`config.mk`:
```
export PLATFORM = sky130hd
export DESIGN_NAME = grey_minmax_normalizer
export DESIGN_NICKNAME = d
export VERILOG_FILES = /design/src/rtl/gmn_pkg.sv /design/src/rtl/grey_minmax_normalizer.sv
export SDC_FILE = /design/constraint.sdc
export NUM_CORES = 1
export LEC_CHECK = 0
export BUFFER_PORTS_ARGS = -buffer_cell sky130_fd_sc_hd__buf_4
export CAP_MARGIN = 20
export CORE_UTILIZATION = 60
export CTS_CLUSTER_DIAMETER = 150
export DETAILED_ROUTE_END_ITERATION = 16
export PLACE_DENSITY_LB_ADDON = 0.2
export SYNTH_ARGS = -nofsm -noshare
export SYNTH_HDL_FRONTEND = slang
export SYNTH_SLANG_ARGS = --single-unit
```
`constraint.sdc`:
```
create_clock -name clk -period 4.3 [get_ports clk]
set_input_delay 0.43 -clock clk [delete_from_list [all_inputs] [get_ports clk]]
set_output_delay 0.43 -clock clk [all_outputs]
set_load 0.005 [all_outputs]
```
`src/rtl/gmn_pkg.sv`:
```
// gmn_pkg: shared widths for the grey min/max normalizer.
// Used by grey_minmax_normalizer; depends on nothing.
package gmn_pkg;

	// pixel width and the byte-padded stream width that carries it
	localparam int PIXEL_BITS = 8;
	localparam int PIX_TDATA_BITS = ((PIXEL_BITS + 7) / 8) * 8;

	// output grey depth; also the number of serial multiply and divide steps
	localparam int GREY_BITS = 8;
	localparam int STEP_BITS = $clog2(GREY_BITS);

	// product register: remainder/high part above the grey digits
	localparam int PROD_BITS = PIXEL_BITS + GREY_BITS;

	localparam logic [PIXEL_BITS-1:0] MIN_RESET = {PIXEL_BITS{1'b1}};
	localparam logic [PIXEL_BITS-1:0] MAX_RESET = '0;
	localparam logic [GREY_BITS-1:0] MAX_GREY_RESET = {GREY_BITS{1'b1}};

	// tuser bit positions on the input stream
	localparam int TUSER_CMD = 0;
	localparam int TUSER_FIRST = 1;

	localparam logic CMD_MEASURE = 1'b0;
	localparam logic CMD_MAP = 1'b1;

endpackage

```
`src/rtl/grey_minmax_normalizer.sv`:
```
// grey_minmax_normalizer: min/max contrast stretch for greyscale pixels.
// Depends on gmn_pkg for widths and command codes.
// Usage:
//   s_axis carries one pixel per transaction; tuser selects the pass.
//   Measure transactions (cmd 0) update the running min and max and give no
//   output; first = 1 restarts both at that pixel. Map transactions (cmd 1)
//   clamp the pixel into the measured range and give one m_axis transaction
//   with floor((pixel - min) * max_grey / (max - min)). An empty range
//   (max <= min) gives value 0 with flat set.
//   cfg writes max_grey; cfg_ready is always high, write only while idle.
// Sequence:
//   A measure transaction updates min and max as it is accepted, and the
//   input stays ready for the next. A map transaction runs a bit-serial
//   shift-add multiplier followed by a restoring divider in one shared
//   product register, then loads the output register; no new transaction
//   is taken until that load. A flat map skips the multiplier and divider.
//   The next transaction is taken while a result waits in the output
//   register.
// Reset: min to all ones, max to zero, max_grey to 255, output empty.
// Stall: a finished result holds in the output register; a further map
//   result waits in the last state until the register is free.
module grey_minmax_normalizer (
	input  logic clk,
	input  logic arst_n,
	// input stream: tdata = {pad, pixel}; tuser = {first, cmd}
	input  logic s_axis_tvalid,
	output logic s_axis_tready,
	input  logic [gmn_pkg::PIX_TDATA_BITS-1:0] s_axis_tdata,
	input  logic [1:0] s_axis_tuser,
	// output stream: tdata = value; tuser = flat
	output logic m_axis_tvalid,
	input  logic m_axis_tready,
	output logic [gmn_pkg::GREY_BITS-1:0] m_axis_tdata,
	output logic m_axis_tuser,
	// register write: max_grey
	input  logic cfg_valid,
	output logic cfg_ready,
	input  logic [gmn_pkg::GREY_BITS-1:0] cfg_data
);

	localparam int PB = gmn_pkg::PIXEL_BITS;
	localparam int GB = gmn_pkg::GREY_BITS;
	localparam int PW = gmn_pkg::PROD_BITS;
	localparam int SB = gmn_pkg::STEP_BITS;

	localparam logic [1:0] ST_IDLE = 2'd0;
	localparam logic [1:0] ST_MUL = 2'd1;
	localparam logic [1:0] ST_DIV = 2'd2;
	localparam logic [1:0] ST_DONE = 2'd3;

	localparam logic [SB-1:0] LAST_STEP = SB'(GB - 1);

	logic [1:0] state_q;
	logic [SB-1:0] cnt_q;
	logic [PB-1:0] min_q;
	logic [PB-1:0] max_q;
	logic [GB-1:0] max_grey_q;
	logic [PB-1:0] diff_q;
	logic [PB-1:0] range_q;
	logic [PW-1:0] prod_q;
	logic flat_q;
	logic out_valid_q;
	logic [GB-1:0] out_value_q;
	logic out_flat_q;

	logic in_fire;
	logic in_cmd;
	logic in_first;
	logic [PB-1:0] in_pixel;
	logic [PB-1:0] clamped;
	logic is_flat;
	logic out_free;
	logic load_out;
	logic [PB:0] mul_sum;
	logic [PB:0] div_trial;
	logic [PB:0] div_sub;
	logic div_ge;
	logic [PB-1:0] div_rem;

	assign in_cmd = s_axis_tuser[gmn_pkg::TUSER_CMD];
	assign in_first = s_axis_tuser[gmn_pkg::TUSER_FIRST];
	assign in_pixel = s_axis_tdata[PB-1:0];

	assign s_axis_tready = (state_q == ST_IDLE);
	assign in_fire = s_axis_tvalid && s_axis_tready;
	assign cfg_ready = 1'b1;

	assign is_flat = (max_q <= min_q);

	always_comb begin
		clamped = in_pixel;
		if (in_pixel < min_q) begin
			clamped = min_q;
		end else if (in_pixel > max_q) begin
			clamped = max_q;
		end
	end

	// multiply step: add diff into the high part when the low bit is set, shift right
	assign mul_sum = {1'b0, prod_q[PW-1:GB]} + (prod_q[0] ? {1'b0, diff_q} : '0);

	// divide step: bring down the next numerator bit, subtract the range if it fits
	assign div_trial = {prod_q[PW-1:GB], prod_q[GB-1]};
	assign div_sub = div_trial - {1'b0, range_q};
	assign div_ge = (div_trial >= {1'b0, range_q});
	assign div_rem = div_ge ? div_sub[PB-1:0] : div_trial[PB-1:0];

	assign out_free = !out_valid_q || m_axis_tready;
	assign load_out = (state_q == ST_DONE) && out_free;

	always_ff @(posedge clk or negedge arst_n) begin
		if (!arst_n) begin
			state_q <= ST_IDLE;
			cnt_q <= '0;
			min_q <= gmn_pkg::MIN_RESET;
			max_q <= gmn_pkg::MAX_RESET;
			max_grey_q <= gmn_pkg::MAX_GREY_RESET;
			out_valid_q <= 1'b0;
		end else begin
			if (cfg_valid && cfg_ready) begin
				max_grey_q <= cfg_data;
			end
			if (load_out) begin
				out_valid_q <= 1'b1;
			end else if (m_axis_tready) begin
				out_valid_q <= 1'b0;
			end
			case (state_q)
				ST_IDLE: begin
					if (in_fire) begin
						if (in_cmd == gmn_pkg::CMD_MEASURE) begin
							if (in_first) begin
								min_q <= in_pixel;
								max_q <= in_pixel;
							end else begin
								if (in_pixel < min_q) begin
									min_q <= in_pixel;
								end
								if (in_pixel > max_q) begin
									max_q <= in_pixel;
								end
							end
						end else if (is_flat) begin
							state_q <= ST_DONE;
						end else begin
							state_q <= ST_MUL;
						end
					end
				end
				ST_MUL: begin
					if (cnt_q == LAST_STEP) begin
						cnt_q <= '0;
						state_q <= ST_DIV;
					end else begin
						cnt_q <= cnt_q + 1'b1;
					end
				end
				ST_DIV: begin
					if (cnt_q == LAST_STEP) begin
						cnt_q <= '0;
						state_q <= ST_DONE;
					end else begin
						cnt_q <= cnt_q + 1'b1;
					end
				end
				ST_DONE: begin
					// hold until the output register is free
					if (out_free) begin
						state_q <= ST_IDLE;
					end
				end
				default: begin
					state_q <= ST_IDLE;
					cnt_q <= '0;
				end
			endcase
		end
	end

	// datapath registers, no reset needed
	always_ff @(posedge clk) begin
		if (in_fire && in_cmd == gmn_pkg::CMD_MAP) begin
			flat_q <= is_flat;
			diff_q <= clamped - min_q;
			range_q <= max_q - min_q;
			prod_q <= {{PB{1'b0}}, max_grey_q};
		end else if (state_q == ST_MUL) begin
			prod_q <= {mul_sum, prod_q[GB-1:1]};
		end else if (state_q == ST_DIV) begin
			prod_q <= {div_rem, prod_q[GB-2:0], div_ge};
		end
		if (load_out) begin
			out_value_q <= flat_q ? '0 : prod_q[GB-1:0];
			out_flat_q <= flat_q;
		end
	end

	assign m_axis_tvalid = out_valid_q;
	assign m_axis_tdata = out_value_q;
	assign m_axis_tuser = out_flat_q;

	// the running remainder never reaches the range during division
	a_div_rem_below_range: assert property (@(posedge clk) disable iff (!arst_n)
		(state_q == ST_DIV) |-> (prod_q[PW-1:GB] < range_q))
		else $error("divider remainder not below range");

	// a stretched value never exceeds the output depth
	a_value_within_depth: assert property (@(posedge clk) disable iff (!arst_n)
		(load_out && !flat_q) |-> (prod_q[GB-1:0] <= max_grey_q))
		else $error("quotient above max_grey");

	// a flat result always carries value zero
	a_flat_is_zero: assert property (@(posedge clk) disable iff (!arst_n)
		(m_axis_tvalid && m_axis_tuser) |-> (m_axis_tdata == '0))
		else $error("flat result with nonzero value");

	// the step counter is idle outside the serial states
	a_cnt_idle: assert property (@(posedge clk) disable iff (!arst_n)
		(state_q == ST_IDLE || state_q == ST_DONE) |-> (cnt_q == '0))
		else $error("step counter running outside multiply/divide");

endmodule
```
==> impl_metrics.py, run 1 <==
metrics = {
    "synthesis": {
        "netlist_instances": 471,
        "asyncSetResetFlopFracSynth_pct": 41.67,
        "synth_edf_count": 34,
        "synth_cell_types": 56,
        "netlist_area_um2": 4798,
        "yosysSeqAreaShare_pct": 40.68,
        "ys_ff_latch": 72,
        "ys.flop_type": "edfxtp_1",
        "avgSynthCellArea_um2": 10.19,
        "syn_nets": 550,
        "yosysWarningCount": 0,
    },
    "grt": {
        "grt_antenna_before_repair": 0,
        "track_usage_pct": 24.09,
        "grt_start_max_net_pins": 31,
        "grt-ovfl-total": 0,
        "grt_pass1_wl_um": 15670,
        "grt_pass1_vias": 3344,
    },
    "floorplanning": {
        "die_y_um": 91.43,
        "num_rows": 32,
        "die-width_um": 91.43,
        "io_pins": 35,
        "core_um2": 7727,
        "start_util_pct": 62.10,
        "dieArea_um2": 8359,
    },
    "timing": {
        "final-max-slew-violation-count": 0,
        "hold_viol": 0,
        "finalSetupViolations": 0,
        "skew_ns": 0.006392,
        "fin_crit_ns": 3.634,
        "clock.fmax_mhz": 275.2,
        "fin_crit_sh_pct": 84.51,
        "slew_headroom_pct": 48.22,
        "setup_tns_ns": 0,
        "tightestPinTransition_ns": 0.7716,
        "postLayoutSetupSlackWorst_ns": 0.6662,
        "rsz0062_at_grt": "false",
    },
    "final_layout": {
        "final_area_um2": 5340,
        "final_cell_mix": "ha_1, inv_1, o21ai_0",
        "nNetsFinal": 587,
        "layout_commonest_cell": "ha_1",
        "area_growth_pct": 11.29,
        "antenna_cells": 0,
        "drive_above_1_share_pct": 20.47,
    },
    "place": {
        "place_congestion": 0.8689,
        "place_hpwl_um": 7241,
        "placed_area_um2": 5145,
        "io_buffer_count": 33,
        "place_ws_ns": 0.5486,
    },
    "clocking": {
        "clk_latency_ns": 0.36,
        "cts.repair.resized": 0,
        "clock_sinks": 72,
        "cts_root_buf": "clkbuf_8",
        "cts_hold_buf": 1,
        "cts_tree": "done",
        "cts.reportedPaths.clkPinSlew_ns": 0.09,
        "cts.path.max_buffers": 2,
        "htreeDepth": 3,
        "tritoncts.num_buffers": 9,
        "postCtsSetupBuffers": 0,
    },
    "status": {
        "outcome": "complete, no violations",
    },
    "min_path": {
        "hold_class": "in -> reg",
        "hold-path-cell-count": 2,
    },
    "routing": {
        "drt-pass1-iter-count": 5,
        "drc": 0,
        "vias": 3500,
        "first_iter_violations": 133,
        "routed_via_density": 5.691,
        "wl_per_cell_um": 15.13,
        "drt_wl_total_um": 9305,
        "ant_nets": 0,
    },
    "power": {
        "total_power_mw": 4.836,
        "internal_power_mw": 2.777,
        "clockPowerShare_pct": 10.7,
        "seq_power_share_pct": 28.9,
        "ir_drop_mv": 0.5009,
        "p_switching_mw": 2.060,
        "switching_share_pct": 42.59,
        "cellPowerDensity_nw_per_um2": 905.7,
        "p_leak_nw": 2.344,
        "p_comb_share_pct": 60.5,
    },
    "worst_setup_path": {
        "ff2ff_path_depth": 16,
        "crit_type": "reg -> reg",
        "cp-start-kind": "flip-flop",
        "critical_path.max_fanout": 14,
        "crit_arrival_ns": 3.75,
        "endpoint_kind": "flip-flop",
        "required_ns": 4.41,
    },
    "job": {
        "cap_violations": 0,
    },
}
## final timing paths
path / start / endpoint / slack (ns)
worst max-delay path: max_q[5]$_DFFE_PN0P_ / diff_q[6]$_DFFE_PP_ / 0.67
worst min-delay path: cfg_data[7] / max_grey_q[7]$_DFFE_PN1P_ / 0.30
worst max register to register: max_q[5]$_DFFE_PN0P_ / diff_q[6]$_DFFE_PP_ / 0.67
worst min register to register: cnt_q[1]$_DFFE_PN0P_ / cnt_q[1]$_DFFE_PN0P_ / 0.52
max in group asynchronous: arst_n / min_q[0]$_DFFE_PN1P_ / 3.43
min in group asynchronous: arst_n / m_axis_tvalid$_DFFE_PN0P_ / 0.55
## metal layers
metal / track usage [%] / up-vias / wire (um)
met5: 0 / - / 0
met4: 11.24 / 0 / 238
met3: 2.931 / 18 / 275
met2: 40.48 / 59 / 4572
met1: 30.92 / 1668 / 4219
li1: - / 1755 / -
## state kept, by name, indices dropped and copies added, names as in the netlist
signal and count:
max_q 8, prod_q 16, min_q 8, max_grey_q 8
m_axis_tdata 8, range_q 8, diff_q 8, cnt_q 3
state_q 2, flat_q 1, m_axis_tuser 1, m_axis_tvalid 1
## per-stage QoR
step / instances / hold WS, ns / util, %
3_5_place_dp: 598 / 0.3722 / 66.58
5_1_grt: 615 / 0.3035 / 69.11
3_3_place_gp: 598 / 0.3696 / 66.58
4_1_cts: 615 / 0.2964 / 69.11
6_report: 615 / 0.3015 / 69.11
2_1_floorplan: 471 / 0.1344 / -
## worst max-delay path: stages, from the launching register on
cell and delay, ns:
dfrtp_1 0.39, inv_1 0.07, ha_1 0.29, a211oi_1 0.27, o21bai_1 0.16, o22ai_2 0.53
mux2i_1 0.29, nor2_1 0.06, a21oi_1 0.13, ha_1 0.20, fa_1 0.22, nor2b_1 0.06
o21ai_0 0.14, nand2b_1 0.11, a21o_1 0.19, a21oi_1 0.18, xnor2_1 0.09
## Yosys cell counts, drive strengths merged, types with 6 or more instances
cell type / instances / area, um^2
nor3: 6 / 30.03
edfxtp: 34 / 1021
nor2b: 17 / 106.4
nand2: 33 / 123.9
xnor2: 10 / 87.58
inv: 42 / 157.7
ha: 52 / 650.6
dfxtp: 8 / 160.2
mux2i: 14 / 140.1
clkbuf: 8 / 33.79
dfstp: 16 / 420.4
dfrtp: 14 / 350.3
xor2: 8 / 70.07
a21oi: 30 / 150.1
o21ai: 39 / 198.9
and2: 8 / 50.05
mux2: 29 / 330.3
nor2: 29 / 108.9
nand2b: 9 / 63.81
a21o: 6 / 45.04
nand3: 6 / 30.03
## kinds of logic after synthesis
group | Yosys count | share of synthesized area, %
flops | 72 | 40.68
compound gates | 108 | 13.90
simple gates | 120 | 12.67
mux | 43 | 9.804
fa+ha+maj | 56 | 15.23
other cells | 1 | 0.07815
xor+xnor | 18 | 3.286
buf+inv | 53 | 4.355
## power groups by stage
stage | logic, mW | registers [mW] | clock network (mW)
floorplan | 2.33 | 1.34 | 0
finish | 2.93 | 1.40 | 0.515
detailed placement | 2.91 | 1.41 | 0
CTS | 2.93 | 1.39 | 0.520
global placement | 2.79 | 1.40 | 0
global route | 3.32 | 1.43 | 0.545
## area by class of cell
class	instances	area (um^2)
Multi-Input combinational cell	346	2638
Fill cell	607	2387
Sequential cell	72	1952
Timing Repair Buffer	37	280.3
Inverter	42	157.7
Tap cell	102	127.6
Clock buffer	9	123.9
Clock inverter	7	61.31
(Power assumes the default switching activity.)
==> run 2: changes to the inputs <==
CORE_UTILIZATION = 55   (was 60)
clock period = 3.18 ns   (was 4.3 ns; I/O delays follow)
==> run 2 against run 1 <==
Via count is 2.0% higher. Largest cell class unchanged. Cell count up 4.1%. Critical path type unchanged. Sequential power is 34% higher. Critical path depth grew 1. Core utilization fell by 2.3 points. Sequential cell count unchanged. Critical endpoint unchanged. Combinational power grew 50%. Non-clock buffer count grew 22.
==> impl_metrics.py, run 2 (synthesis results as in run 1) <==
metrics = {
    "final_layout": {
        "area_growth_pct": 16.14,
        "final_cells": 640,
        "final_cell_mix": "buf_4, ha_1, inv_1",
        "largest_reg_flops": 16,
        "layout_commonest_cell": "buf_4",
        "nFillCells": 679,
        "final_core_util_pct": 66.82,
        "antenna_cells": 0,
        "final_area_um2": 5573,
        "nNetsFinal": 609,
        "drive_above_1_share_pct": 25.79,
        "regMostFlops": "prod_q",
    },
    "min_path": {
        "hold-path-cell-count": 2,
        "min_from": "cfg_data[4]",
        "hold_class": "in -> reg",
        "min_to": "max_grey_q[4]$_DFFE_PN1P_",
    },
    "power": {
        "switching_share_pct": 42.05,
        "p_comb_share_pct": 62.9,
        "p_switching_mw": 2.932,
        "p_leak_nw": 2.470,
        "clockPowerShare_pct": 10.1,
        "ir_drop_mv": 0.6755,
        "cellPowerDensity_nw_per_um2": 1251,
        "internal_power_mw": 4.042,
        "seq_power_share_pct": 27.0,
    },
    "worst_setup_path": {
        "ff2ff_path_depth": 17,
        "r2r_end": "diff_q[6]$_DFFE_PP_",
        "cp-start-kind": "flip-flop",
        "path_cells": "inv_2, ha_4, nor2b_4, o211ai_1, a21oi_2, o22ai_4, mux2i_1, nor2_1, a21oi_1, ha_2, fa_2, nor2b_1, o21ai_1, nand2b_1, a21o_1, a21oi_2, xnor2_1",
        "critPathSlowestCell": "dfrtp_1",
        "r2r_start": "max_q[1]$_DFFE_PN0P_",
        "critical_path.max_fanout": 4,
        "crit_type": "reg -> reg",
        "crit_arrival_ns": 3.20,
        "cpPeakStageDelay_ns": 0.39,
        "r2r_slack_ns": 0.09,
        "required_ns": 3.29,
        "endpoint_kind": "flip-flop",
        "crit_path_frequent_cell": "a21oi_2",
    },
    "timing": {
        "slew_headroom_pct": 58.36,
        "final-max-slew-violation-count": 0,
        "skew_ns": 0.009995,
        "finalSetupViolations": 0,
        "clock.fmax_mhz": 323.4,
        "setup_tns_ns": 0,
        "fin_crit_sh_pct": 97.24,
        "hold_viol": 0,
        "tightestPinTransition_ns": 0.6245,
        "rsz0062_at_grt": "true",
        "fin_crit_ns": 3.092,
    },
    "clocking": {
        "cts.path.max_buffers": 2,
        "cts.reportedPaths.clkPinSlew_ns": 0.09,
        "tritoncts.num_buffers": 9,
        "htreeDepth": 3,
        "cts_root_buf": "clkbuf_8",
        "clk_latency_ns": 0.35,
        "clock_sinks": 72,
        "cts_tree": "done",
    },
    "routing": {
        "first_iter_violations": 137,
        "wl_per_cell_um": 15.71,
        "vias": 3571,
        "drc": 0,
        "drt-pass1-iter-count": 4,
        "ant_nets": 0,
        "drt_wl_total_um": 10050,
        "routed_via_density": 5.580,
    },
    "floorplanning": {
        "dieArea_um2": 9102,
        "die-width_um": 95.41,
        "io_pins": 35,
        "num_rows": 33,
        "core_um2": 8341,
        "die_y_um": 95.41,
        "start_util_pct": 57.53,
    },
    "place": {
        "dp.cells": 617,
        "placed_area_um2": 5273,
        "place_congestion": 0.8823,
        "io_buffer_count": 33,
        "place_hpwl_um": 7786,
    },
    "grt": {
        "track_usage_pct": 23.71,
        "grt_pass1_vias": 3484,
        "grt-ovfl-total": 0,
        "grt_antenna_before_repair": 0,
        "grt_start_max_net_pins": 31,
        "grt_pass1_wl_um": 16450,
    },
    "status": {
        "outcome": "complete, no violations",
    },
    "job": {
        "cap_violations": 0,
    },
}
[run 2: cell count changes in the layout (fill, tap and decap cells not counted), sizes merged]
cell | before | now
buf | 36 | 58
[run 2: repair_timing]
item,in CTS,in global routing
pin swaps,7,10
endpoints found under the setup margin,3,5
endpoints found under the hold margin,14,0
setup buffers,4,3
hold buffers,1,0
resized for setup,9,8
[run 2: final cells by class]
cell class / instances / area, um^2 / area share, %
timing repair buffer: 59 / 449.2 / 8.060
clock buffer: 9 / 123.9 / 2.223
multi-input combinational: 346 / 2698 / 48.41
clock inverter: 7 / 61.31 / 1.100
inverter: 42 / 157.7 / 2.829
tap: 105 / 131.4 / 2.357
sequential: 72 / 1952 / 35.02
[run 2: power by group through the flow]
stage	Clock, mW	Combinational (mW)	Sequential (mW)
2_1_floorplan	0	3.15	1.81
3_3_place_gp	0	4.01	1.88
3_5_place_dp	0	4.18	1.90
4_1_cts	0.720	4.33	1.88
5_1_grt	0.758	4.92	1.94
6_report	0.704	4.39	1.88
[run 2: metrics by stage]
stage                     hold WS [ns]  power, mW  setup slack, ns
final                           0.1911      6.974          0.08761
after CTS                       0.1772      6.927        0.0001741
after detailed placement        0.2677      6.081         -0.07886
after global routing            0.1770      7.614         -0.09256
after global placement          0.2607      5.891          0.01445
after floorplan                0.02241      4.964         0.004828
[run 2: layer usage]
| metal | vias to the layer above | global-route usage, % | wire (um) |
|---|---|---|---|
| met2 | 64 | 41.55 | 5050 |
| li1 | 1794 | - | - |
| met4 | 0 | 7.090 | 138 |
| met1 | 1702 | 29.78 | 4544 |
| met3 | 11 | 4.147 | 318 |
| met5 | - | 0 | 0 |
[run 2: worst max path at each step]
stage,from,cells after the start,endpoint,slack (ns)
2_1_floorplan,min_q[1]$_DFFE_PN1P_,15,diff_q[6]$_DFFE_PP_,0.005
3_3_place_gp,s_axis_tdata[1],17,diff_q[6]$_DFFE_PP_,0.01
3_5_place_dp,s_axis_tdata[1],17,diff_q[6]$_DFFE_PP_,-0.08
4_1_cts,max_q[1]$_DFFE_PN0P_,17,diff_q[4]$_DFFE_PP_,0.0002
5_1_grt,max_q[3]$_DFFE_PN0P_,16,diff_q[6]$_DFFE_PP_,-0.09
6_report,max_q[1]$_DFFE_PN0P_,17,diff_q[6]$_DFFE_PP_,0.09
[run 2: critical path: cells and delay by family, from the launching register on]
family	cells	cell delay [ns]
mux	1	0.22
flops	1	0.39
buf+inv	1	0.08
xor+xnor	1	0.07
simple gates	4	0.32
fa+ha+maj	3	0.61
compound gates	7	1.15
